## src/hw/rtl/tks_ram.sv

```systemverilog
module tks_ram #(
  parameter int WIDTH = 8,
  parameter int DEPTH = 2
) (
  input  logic                     clk,
  input  logic                     wr_en,
  input  logic [$clog2(DEPTH)-1:0] wr_addr,
  input  logic [WIDTH-1:0]         wr_data,
  input  logic                     rd_en,
  input  logic [$clog2(DEPTH)-1:0] rd_addr,
  output logic [WIDTH-1:0]         rd_data
);

  logic [WIDTH-1:0] mem [DEPTH];
  logic [WIDTH-1:0] rd_data_r;

  // Write port and registered read port
  always_ff @(posedge clk) begin
    if (wr_en) begin
      mem[wr_addr] <= wr_data;
    end
    if (rd_en) begin
      rd_data_r <= mem[rd_addr];
    end
  end

  assign rd_data = rd_data_r;

endmodule

```

## config.mk

```make
export PLATFORM = sky130hd
export DESIGN_NAME = tks_ram
export DESIGN_NICKNAME = d
export VERILOG_FILES = /design/src/hw/rtl/tks_ram.sv
export SDC_FILE = /design/constraint.sdc
export NUM_CORES = 1
export LEC_CHECK = 0
export ABC_AREA = 1
export CAP_MARGIN = 40
export CORE_ASPECT_RATIO = 0.9
export CORE_MARGIN = 2
export CORE_UTILIZATION = 55
export DETAILED_ROUTE_END_ITERATION = 7
export DONT_BUFFER_PORTS = 1
export PLACE_DENSITY = 0.72
export SLEW_MARGIN = 15
export SYNTH_ARGS = -nofsm -noshare
export SYNTH_HDL_FRONTEND = slang
export SYNTH_SLANG_ARGS = --single-unit
```

## constraint.sdc

```tcl
create_clock -name clk -period 1.35 [get_ports clk]
set_input_delay 0.27 -clock clk [delete_from_list [all_inputs] [get_ports clk]]
set_output_delay 0.27 -clock clk [all_outputs]
set_load 0.01 [all_outputs]
```

==> metrics.md, run 1 <==
| Metric | Value |
|---|---|
| Status | `complete, no violations` |
| CP required | `1.08 ns` |
| Starting Density | `0.5874` |
| Tmin final | `1.007 ns` |
| Setup Buffers After CTS | `0` |
| Worst Hold Class | `primary input to flop` |
| Final Cycle Share | `0.7460` |
| Post_cts resized | `0` |
| Critical Path Start Type | `flop` |
| Clk sink count | `24` |
| Number of global-route vias before repair | `317` |
| Tightest Pin Transition | `0.2972 ns` |
| Number of max-cap violations | `0` |
| Syn_area_per_cell | `approximately 16 µm²` |
| Slew Limit Fails | `0` |
| Max-slew headroom | `0.8017` |
| Clock latency on the worst-skew pair | `0.29 ns` |
| Gpl congestion | `between 0.6 and 0.7` |
| YS warnings | `0` |
| CTS tree | `yes` |
| RSZ-0062 raised after global routing | `no` |
| Fmax | `just under 1000 MHz` |
| Number of DRC markers in iteration 0 | `9` |
| Detail Route Antenna Nets | `0` |
| Final Hold Viols | `0` |
| # hold bufs at CTS | `0` |
| Crit-path max FO | `1` |
| Sequential area share after synthesis | `0.8571` |
| Mapped Area | `840.8 µm²` |
| Final wirelength | `899 µm` |
| Syn_nets | `67` |
| Pin count of the biggest net entering global routing | `14` |
| Worst-path clk slew | `0.11 ns` |
| Layout cells sized above 1 | `0.08621` |
| Setup-failing EPs final | `0` |
| LEAKAGE | `0.3420 nW` |
| Final Util | `0.6163` |
| WHS | `0.06199 ns` |
| DRC errors left | `0` |
| Tot GR Track Use | `0.1130` |
| Synthesis-to-layout area growth | `4.911%` |
| Die width | `around 45 µm` |
| Yosys top cell area share | `0.8571` |
| Seq cells post-synth | `24` |
| Die area | `1858 µm²` |
| First-pass GRT wire length | `1.297 mm` |
| Pwr dens | `1387 nW/µm²` |
| IO Pins | `21` |
| Per-cell routed wire length | `12.32 µm` |
| Syn Inst Count | `54` |
| Pre-Repair DR Iteration Count | `4` |
| TNS Setup | `0 ns` |
| Critical Path AT | `0.74 ns` |
| CP Capture Type | `output port` |
| CP Class | `flop to output port` |
| Routed vias | `358` |
| Synth area leaders | `edfxtp_1, nand2_1, buf_6, inv_1, inv_2` |
| Antenna diodes | `0` |
| Synth area leader | `edfxtp_1` |
| Row Count | `13` |
| CTS buffer count | `3` |
| Port bufs | `0` |
| VDD IR max | `810.8 µV` |
| Core area | `1431 µm²` |
| Number of H-tree levels | `1` |
| Root buf cell | `clkbuf_4` |
| GRT overflow | `0` |
| Die H | `41.10 µm` |
| Final nets | `72` |
| Synth cell types | `6` |
| Final Skew | `0.001651 ns` |
| Vias/cell | `roughly 4.9` |
| Deepest clock path buffer count | `2` |
| Antenna violations before repair | `0` |
## cell usage after synthesis
library cell,number
nor2_1,1
buf_6,1
inv_1,2
nand2_1,25
inv_2,1
edfxtp_1,24
## area by class of cell
type | count | area, µm²
clock buffer | 3 | 22.52
fill | 113 | 549.3
tap | 15 | 18.77
multi-input combinational | 26 | 97.59
sequential | 24 | 720.7
timing repair buffer | 1 | 7.507
clock inverter | 1 | 3.754
inverter | 3 | 11.26
## registers in the layout, summed over array words and instances (netlist names)
name     flops
rd_data      8
mem         16
## report_power, final
part / leakage (nW) / switching (W) / internal, W
logic: 0.0971 / 0.0000241 / 0.0000130
clock network: 0.0154 / 0.000177 / 0.000108
registers: 0.230 / 0.0000210 / 0.000880
total: 0.342 / 0.000223 / 0.00100
## cells in the final DEF, fill, tap and decap left out
cell,synthesis,final
nand2_1,25,25
inv_1,2,2
edfxtp_1,24,24
clkbuf_4,0,3
nor2_1,1,1
inv_2,1,1
buf_4,0,1
clkinv_1,0,1
## worst paths after layout
kind | start | to | slack (ns) | depth (start not counted)
worst max-delay path | rd_data[3] | rd_data[3] | 0.34 | 0
worst min-delay path | wr_data[0] | mem[1][0] | 0.06 | 0
worst max register to register | mem[1][1] | rd_data[1] | 0.61 | 2
worst min register to register | mem[0][2] | rd_data[2] | 0.52 | 2
## cells by family after synthesis
logic type	Yosys count	share of synthesized area
flip-flops	24	0.8571
buffers and inverters	4	0.02678
AND/OR/NAND/NOR	26	0.1161
## through the flow
step                      total power (W)  cells  cell area (µm²)  setup slack, ns
after floorplan                 0.0009505     54            840.8           0.3201
after global placement          0.0009557     69            855.8           0.4865
after detailed placement        0.0009575     69            855.8           0.4696
after CTS                        0.001240     73            882.1           0.3221
after global routing             0.001279     73            882.1           0.2980
final                            0.001223     73            882.1           0.3429
## per-layer routing
| layer | routed length (µm) | GRT usage | vias up |
|---|---|---|---|
| li1 | - | - | 192 |
| met1 | 379 | 0.1220 | 150 |
| met2 | 442 | 0.1786 | 14 |
| met3 | 65 | 0.04846 | 2 |
| met4 | 11 | 0.08824 | 0 |
| met5 | 0 | 0 | - |
(Power assumes the default switching activity.)
==> run 2, diff against run 1 <==
--- a/config.mk
+++ b/config.mk
@@ -9,7 +9,7 @@
 export CAP_MARGIN = 40
 export CORE_ASPECT_RATIO = 0.9
 export CORE_MARGIN = 2
-export CORE_UTILIZATION = 55
+export CORE_UTILIZATION = 52
 export DETAILED_ROUTE_END_ITERATION = 7
 export DONT_BUFFER_PORTS = 1
 export PLACE_DENSITY = 0.72
==> constraint.sdc (replaced) <==
create_clock -name clk -period 0.9 [get_ports clk]
set_input_delay 0.18 -clock clk [delete_from_list [all_inputs] [get_ports clk]]
set_output_delay 0.18 -clock clk [all_outputs]
set_load 0.01 [all_outputs]
==> run 2 against run 1 <==
Net effect:
- the run now ends with negative setup slack left
- cell count up 21%
- cell area increased by 11%
- clock-buffer cell count did not move
- utilization up 4.7 points
- die area increased by 5.2%
- global-route usage increased by 0.95 points
- total power grew 53%
- sequential share of layout area is 8.3 points lower
- via count up 15%
==> metrics.md, run 2 (synthesized netlist as in run 1, its figures left out) <==
| Metric | Value |
|---|---|
| Most frequent cells in the layout | `nand2_1, edfxtp_1, dlygate4sd3_1` |
| RSZ-0062 raised after global routing | `yes` |
| LEAKAGE | `0.3869 nW (+13%)` |
| Detail Route Antenna Nets | `0 (unchanged)` |
| Fillers | `102 (-9.7%)` |
| Status | `finished with violations` |
| Dpl hpwl | `633.5 µm` |
| Failing checks | `negative setup slack` |
| CP required | `0.72 ns (-0.36 ns)` |
| Worst-path clk slew | `0.11 ns (about the same)` |
| Die width | `46.39 µm (+2.6%)` |
| Sequential power share | `0.722 (-0.015)` |
| Slew Limit Fails | `0 (unchanged)` |
| Final worst slack | `-0.01408 ns (-0.3570 ns)` |
| Synthesis-to-layout area growth | `16.82%` |
| Routed vias | `412 (+15%)` |
| Fmax | `1094 MHz` |
| Port bufs | `0 (unchanged)` |
| Pre-Repair DR Iteration Count | `4 (unchanged)` |
| Largest register FFs | `16 (unchanged)` |
| Die area | `1955 µm² (+5.2%)` |
| Logic gate share of total power | `0.054 (+0.024)` |
| Starting Density | `0.5680 (-0.01937)` |
| WHS | `0.05783 ns (-0.004164 ns)` |
| TNS Setup | `-0.08026 ns (-0.08026 ns)` |
| Largest Register | `mem` |
| Clock power share | `0.225 (-0.008)` |
| Int Pwr | `0.001522 W (+52%)` |
| Root buf cell | `clkbuf_4` |
| Total net switching power | `0.0003500 W (+57%)` |
| CP Class | `flop to output port` |
| Setup Buffers After CTS | `0 (unchanged)` |
| Switching share of power | `0.1869 (+0.005017)` |
| Number of H-tree levels | `1 (unchanged)` |
| CTS buffer count | `3 (unchanged)` |
| Per-cell routed wire length | `11.18 µm (-9.2%)` |
| Gpl congestion | `0.6601 (-2.7%)` |
| Final Cycle Share | `1.016` |
| DRC errors left | `0 (unchanged)` |
| Worst Hold Class | `primary input to flop` |
| Pin count of the biggest net entering global routing | `13 (-1)` |
| VDD IR max | `989.7 µV (+22%)` |
| Critical Path Start Type | `flop` |
| Pwr dens | `1906 nW/µm² (+37%)` |
| GRT overflow | `0 (unchanged)` |
| Antenna diodes | `0 (unchanged)` |
| Crit-path max FO | `1 (unchanged)` |
| Tot GR Track Use | `0.1225 (+0.009484)` |
| Core area | `1480 µm² (+3.4%)` |
| Max-slew headroom | `0.7711 (-0.03053)` |
| Setup WS pre-CTS | `0.1262 ns (-0.3434 ns)` |
| IO Pins | `21 (unchanged)` |
| Final Util | `0.6636 (+0.04731)` |
| Setup-failing EPs final | `8 (+8)` |
| Final nets | `81 (+13%)` |
| Die H | `42.15 µm (+2.6%)` |
| Tmin final | `0.9141 ns` |
| Row Count | `13 (unchanged)` |
| Deepest clock path buffer count | `2 (unchanged)` |
| Layout cells sized above 1 | `0.09091 (+0.004702)` |
| Commonest non-fill, non-tap cell in the layout | `nand2_1` |
| Number of DRC markers in iteration 0 | `12 (+3)` |
| Antenna violations before repair | `0 (unchanged)` |
| Final wirelength | `984 µm (+9.5%)` |
| CP Capture Type | `output port` |
| Critical Path AT | `0.73 ns (about the same)` |
| Vias/cell | `4.682 (-4.5%)` |
| CTS tree | `yes` |
| Clk sink count | `24 (unchanged)` |
| Number of global-route vias before repair | `382 (+21%)` |
| First-pass GRT wire length | `1.593 mm (+23%)` |
| Tightest Pin Transition | `0.3433 ns (+0.04613 ns)` |
| Final Skew | `0.002507 ns (+0.0008566 ns)` |
| Final Hold Viols | `0 (unchanged)` |
| Clock latency on the worst-skew pair | `0.30 ns (about the same)` |
| Number of max-cap violations | `0 (unchanged)` |
-- run 2: changes by cell type in the layout (fill, tap and decap cells not counted), sizes merged --
cell,previous run,this run
dlymetal6s4s,0,1
dlygate4sd3,0,8
clkinv,1,0
-- run 2: worst paths after layout --
path / startpoint / endpoint / slack, ns / cells past startpoint
worst max register to register: mem[0][3] / rd_data[3] / 0.15 / 2
worst max-delay path: rd_data[0] / rd_data[0] / -0.01 / 0
worst min-delay path: rd_addr / rd_data[6] / 0.06 / 2
worst min register to register: mem[1][6] / rd_data[6] / 0.53 / 2
-- run 2: final cells by class --
cell class                      instances  area [µm²]  share of cell area
Multi-Input combinational cell         26       100.1              0.1019
Tap cell                               22       27.53             0.02803
Timing Repair Buffer                   10       100.1              0.1019
Inverter                                3       11.26             0.01146
Clock buffer                            3       22.52             0.02293
Sequential cell                        24       720.7              0.7338
-- run 2: power by group through the flow --
stage | combinational (W) | clock [W] | sequential [W]
final | 0.000100 | 0.000421 | 0.00135
after global routing | 0.000116 | 0.000480 | 0.00136
after CTS | 0.0000995 | 0.000444 | 0.00135
after detailed placement | 0.0000590 | 0 | 0.00138
after global placement | 0.0000584 | 0 | 0.00138
after floorplan | 0.0000524 | 0 | 0.00137
-- run 2: metal layers --
layer,global-route usage,vias up,routed length (µm)
met4,0.06857,0,0
met1,0.1538,190,436
li1,-,207,-
met3,0.03879,0,50
met5,0,-,0
met2,0.1833,15,496
-- run 2: what timing repair did --
item                                    in CTS  in global routing
pin swaps                                    0                  0
hold buffers                                 9                  0
endpoints found under the hold margin       24                  0
resized for setup                            0                  1
endpoints found under the setup margin       8                 16
cloned                                       0                  0
-- run 2: stage by stage --
step | power [W] | instance area [µm²] | std cells
2_1_floorplan | 0.001427 | 843.3 | 54
3_3_place_gp | 0.001435 | 867.1 | 76
3_5_place_dp | 0.001437 | 867.1 | 76
4_1_cts | 0.001894 | 979.7 | 88
5_1_grt | 0.001956 | 982.2 | 88
6_report | 0.001872 | 982.2 | 88
==> run 3, diff against run 2 <==
--- a/config.mk
+++ b/config.mk
@@ -6,13 +6,14 @@
 export NUM_CORES = 1
 export LEC_CHECK = 0
 export ABC_AREA = 1
-export CAP_MARGIN = 40
+export CAP_MARGIN = 0
 export CORE_ASPECT_RATIO = 0.9
 export CORE_MARGIN = 2
 export CORE_UTILIZATION = 52
 export DETAILED_ROUTE_END_ITERATION = 7
 export DONT_BUFFER_PORTS = 1
 export PLACE_DENSITY = 0.72
+export REMOVE_ABC_BUFFERS = 1
 export SLEW_MARGIN = 15
 export SYNTH_ARGS = -nofsm -noshare
 export SYNTH_HDL_FRONTEND = slang
==> run 3 against run 2 <==
Net effect:
- the flow still finishes with violations (negative setup slack)
- routed wire length grew 2.7%
- register-to-register slack is essentially flat
- via count grew 0.97%
- cell area shrank 0.13%
- clock-buffer cell count is the same
- sequential cell count is the same
- fmax shrank 0.42%
- total power grew 1.2%
==> metrics.md, run 3 (synthesized netlist as in run 1, its figures left out) <==
| Metric | Value |
|---|---|
| RSZ-0062 raised after global routing | `yes` |
| Number of max-cap violations | `0 (unchanged)` |
| VDD IR max | `1391 µV (+41%)` |
| Row Count | `13 (unchanged)` |
| Final worst slack | `-0.01796 ns (-0.003878 ns)` |
| Critical Path Start Type | `flop` |
| Hold Path Origin | `rd_addr` |
| Largest register FFs | `16 (unchanged)` |
| Crit-path max FO | `1 (unchanged)` |
| Die width | `46.39 µm (unchanged)` |
| Pre-Repair DR Iteration Count | `4 (unchanged)` |
| Layout cells sized above 1 | `0.07463 (-0.01628)` |
| Design area | `980.9 µm² (-0.13%)` |
| Max-slew headroom | `0.7865 (+0.01537)` |
| Core area | `1480 µm² (unchanged)` |
| Final Hold Viols | `0 (unchanged)` |
| Detail Route Antenna Nets | `0 (unchanged)` |
| Port bufs | `0 (unchanged)` |
| Worst-path clk slew | `0.12 ns (about the same)` |
| Placed cells | `76 (unchanged)` |
| R2R Path End | `rd_data[1]` |
| Setup-failing EPs final | `16 (+8)` |
| CP Capture Type | `output port` |
| DRC errors left | `0 (unchanged)` |
| Final Non-Filler Cells | `89 (+1.1%)` |
| Post_cts resized | `0 (unchanged)` |
| CTS tree | `yes` |
| Setup WS pre-CTS | `0.1077 ns (-0.01851 ns)` |
| Critical Path AT | `0.74 ns (about the same)` |
| Most frequent cells in the layout | `nand2_1, edfxtp_1, dlygate4sd3_1` |
| CP Class | `flop to output port` |
| Worst Hold Class | `primary input to flop` |
| Placement-stage cell area | `864.6 µm² (-0.29%)` |
| Slew Limit Fails | `0 (unchanged)` |
| Deepest clock path buffer count | `2 (unchanged)` |
| Hold Path End | `rd_data[3]` |
| Fmax | `1089 MHz (-0.42%)` |
| Largest Register | `mem` |
| Number of DRC markers in iteration 0 | `27 (+15)` |
| Hold path depth | `2 (unchanged)` |
| Per-cell routed wire length | `11.36 µm (+1.6%)` |
| Vias/cell | `4.674 (-0.16%)` |
| Starting Density | `0.5680 (unchanged)` |
| IO Pins | `21 (unchanged)` |
| Antenna violations before repair | `0 (unchanged)` |
| Setup Buffers After CTS | `0 (unchanged)` |
| Pin count of the biggest net entering global routing | `14 (+1)` |
| Final Cycle Share | `1.020 (+0.004309)` |
| Register area | `720.7 µm² (unchanged)` |
| Status | `finished with violations` |
| Final Skew | `0.001239 ns (-0.001269 ns)` |
| Pwr dens | `1932 nW/µm² (+1.4%)` |
| Fillers | `103 (+0.98%)` |
| Die area | `1955 µm² (unchanged)` |
| First-pass GRT wire length | `1.538 mm (-3.5%)` |
| TNS Setup | `-0.2600 ns (-0.1798 ns)` |
| Dpl hpwl | `616 µm (-2.8%)` |
| Routed vias | `416 (+0.97%)` |
| CTS buffer count | `3 (unchanged)` |
| Worst r2r src | `mem[0][1]` |
| Tightest Pin Transition | `0.3192 ns (-0.02411 ns)` |
| Antenna diodes | `0 (unchanged)` |
| GRT overflow | `0 (unchanged)` |
| Final nets | `81 (unchanged)` |
| CP required | `0.72 ns (about the same)` |
| Gpl congestion | `0.6651 (+0.76%)` |
| Multi-input gate area | `97.59 µm² (-2.5%)` |
| LEAKAGE | `0.3796 nW (-1.9%)` |
| Die H | `42.15 µm (unchanged)` |
| Tot GR Track Use | `0.1196 (-0.002854)` |
| Root buf cell | `clkbuf_4` |
| Clk sink count | `24 (unchanged)` |
| Number of global-route vias before repair | `367 (-3.9%)` |
| Clock latency on the worst-skew pair | `0.30 ns (about the same)` |
| Final wirelength | `1.011 mm (+2.7%)` |
| Number of H-tree levels | `1 (unchanged)` |
| R2R setup slack | `0.16 ns (about the same)` |
| Worst reg2reg path depth | `2 (unchanged)` |
| Failing checks | `negative setup slack` |
| Tmin final | `0.9180 ns (+0.003878 ns)` |
| Synthesis-to-layout area growth | `16.67%` |
| Commonest non-fill, non-tap cell in the layout | `nand2_1` |
-- run 3: cell types whose count changed in the layout (fill, tap and decap cells not counted) --
| cell | delta |
|---|---|
| dlymetal6s4s_1 | -1 |
| dlygate4sd3_1 | +1 |
| clkinv_1 | +1 |
| nor2_2 | -1 |
| nor2_1 | +1 |
-- run 3: worst max-delay path by stage --
stage	start	end	slack, ns	cells past startpoint
floorplan	wr_en	mem[0][0]	-0.04	2
global placement	wr_addr	mem[1][4]	0.13	2
detailed placement	wr_addr	mem[1][4]	0.11	2
CTS	rd_data[6]	rd_data[6]	-0.02	0
global route	rd_data[4]	rd_data[4]	-0.06	0
finish	rd_data[3]	rd_data[3]	-0.02	0
-- run 3: layout make-up --
type | count | area share
flip-flops and latches | 24 | 0.7347
multi-input cells | 26 | 0.09949
repair buffers | 10 | 0.09949
well taps | 22 | 0.02806
clock buffers | 3 | 0.02296
inverters | 3 | 0.01148
clock inverters | 1 | 0.003827
-- run 3: routing by layer --
| metal | global-route usage | part of all wire | vias up |
|---|---|---|---|
| met5 | 0 | 0 | - |
| met3 | 0.02586 | 0.050 | 2 |
| met4 | 0.08571 | 0.0079 | 0 |
| li1 | - | - | 208 |
| met2 | 0.1806 | 0.50 | 21 |
| met1 | 0.1471 | 0.44 | 185 |
-- run 3: repair_timing --
| action | in CTS | in global routing |
|---|---|---|
| hold buffers | 8 | 1 |
| setup endpoints to repair | 8 | 8 |
| endpoints found under the hold margin | 24 | 8 |
| gates cloned | 0 | 0 |
| pin swaps | 0 | 0 |
-- run 3: per-stage QoR --
stage | total power [W] | hold slack (ns) | utilization
floorplan | 0.001417 | 0.2789 | -
global placement | 0.001435 | 0.2789 | 0.5841
detailed placement | 0.001437 | 0.2789 | 0.5841
CTS | 0.001891 | -0.02218 | 0.6560
global route | 0.001963 | 0.04278 | 0.6627
finish | 0.001896 | 0.05595 | 0.6627
-- run 3: power by group --
part           total [W]  internal (W)  switching, W  leakage, nW
clock network   0.000446      0.000161      0.000284       0.0154
registers        0.00135       0.00132     0.0000309        0.230
logic          0.0000997     0.0000459     0.0000538        0.135
total            0.00190       0.00153      0.000369        0.380
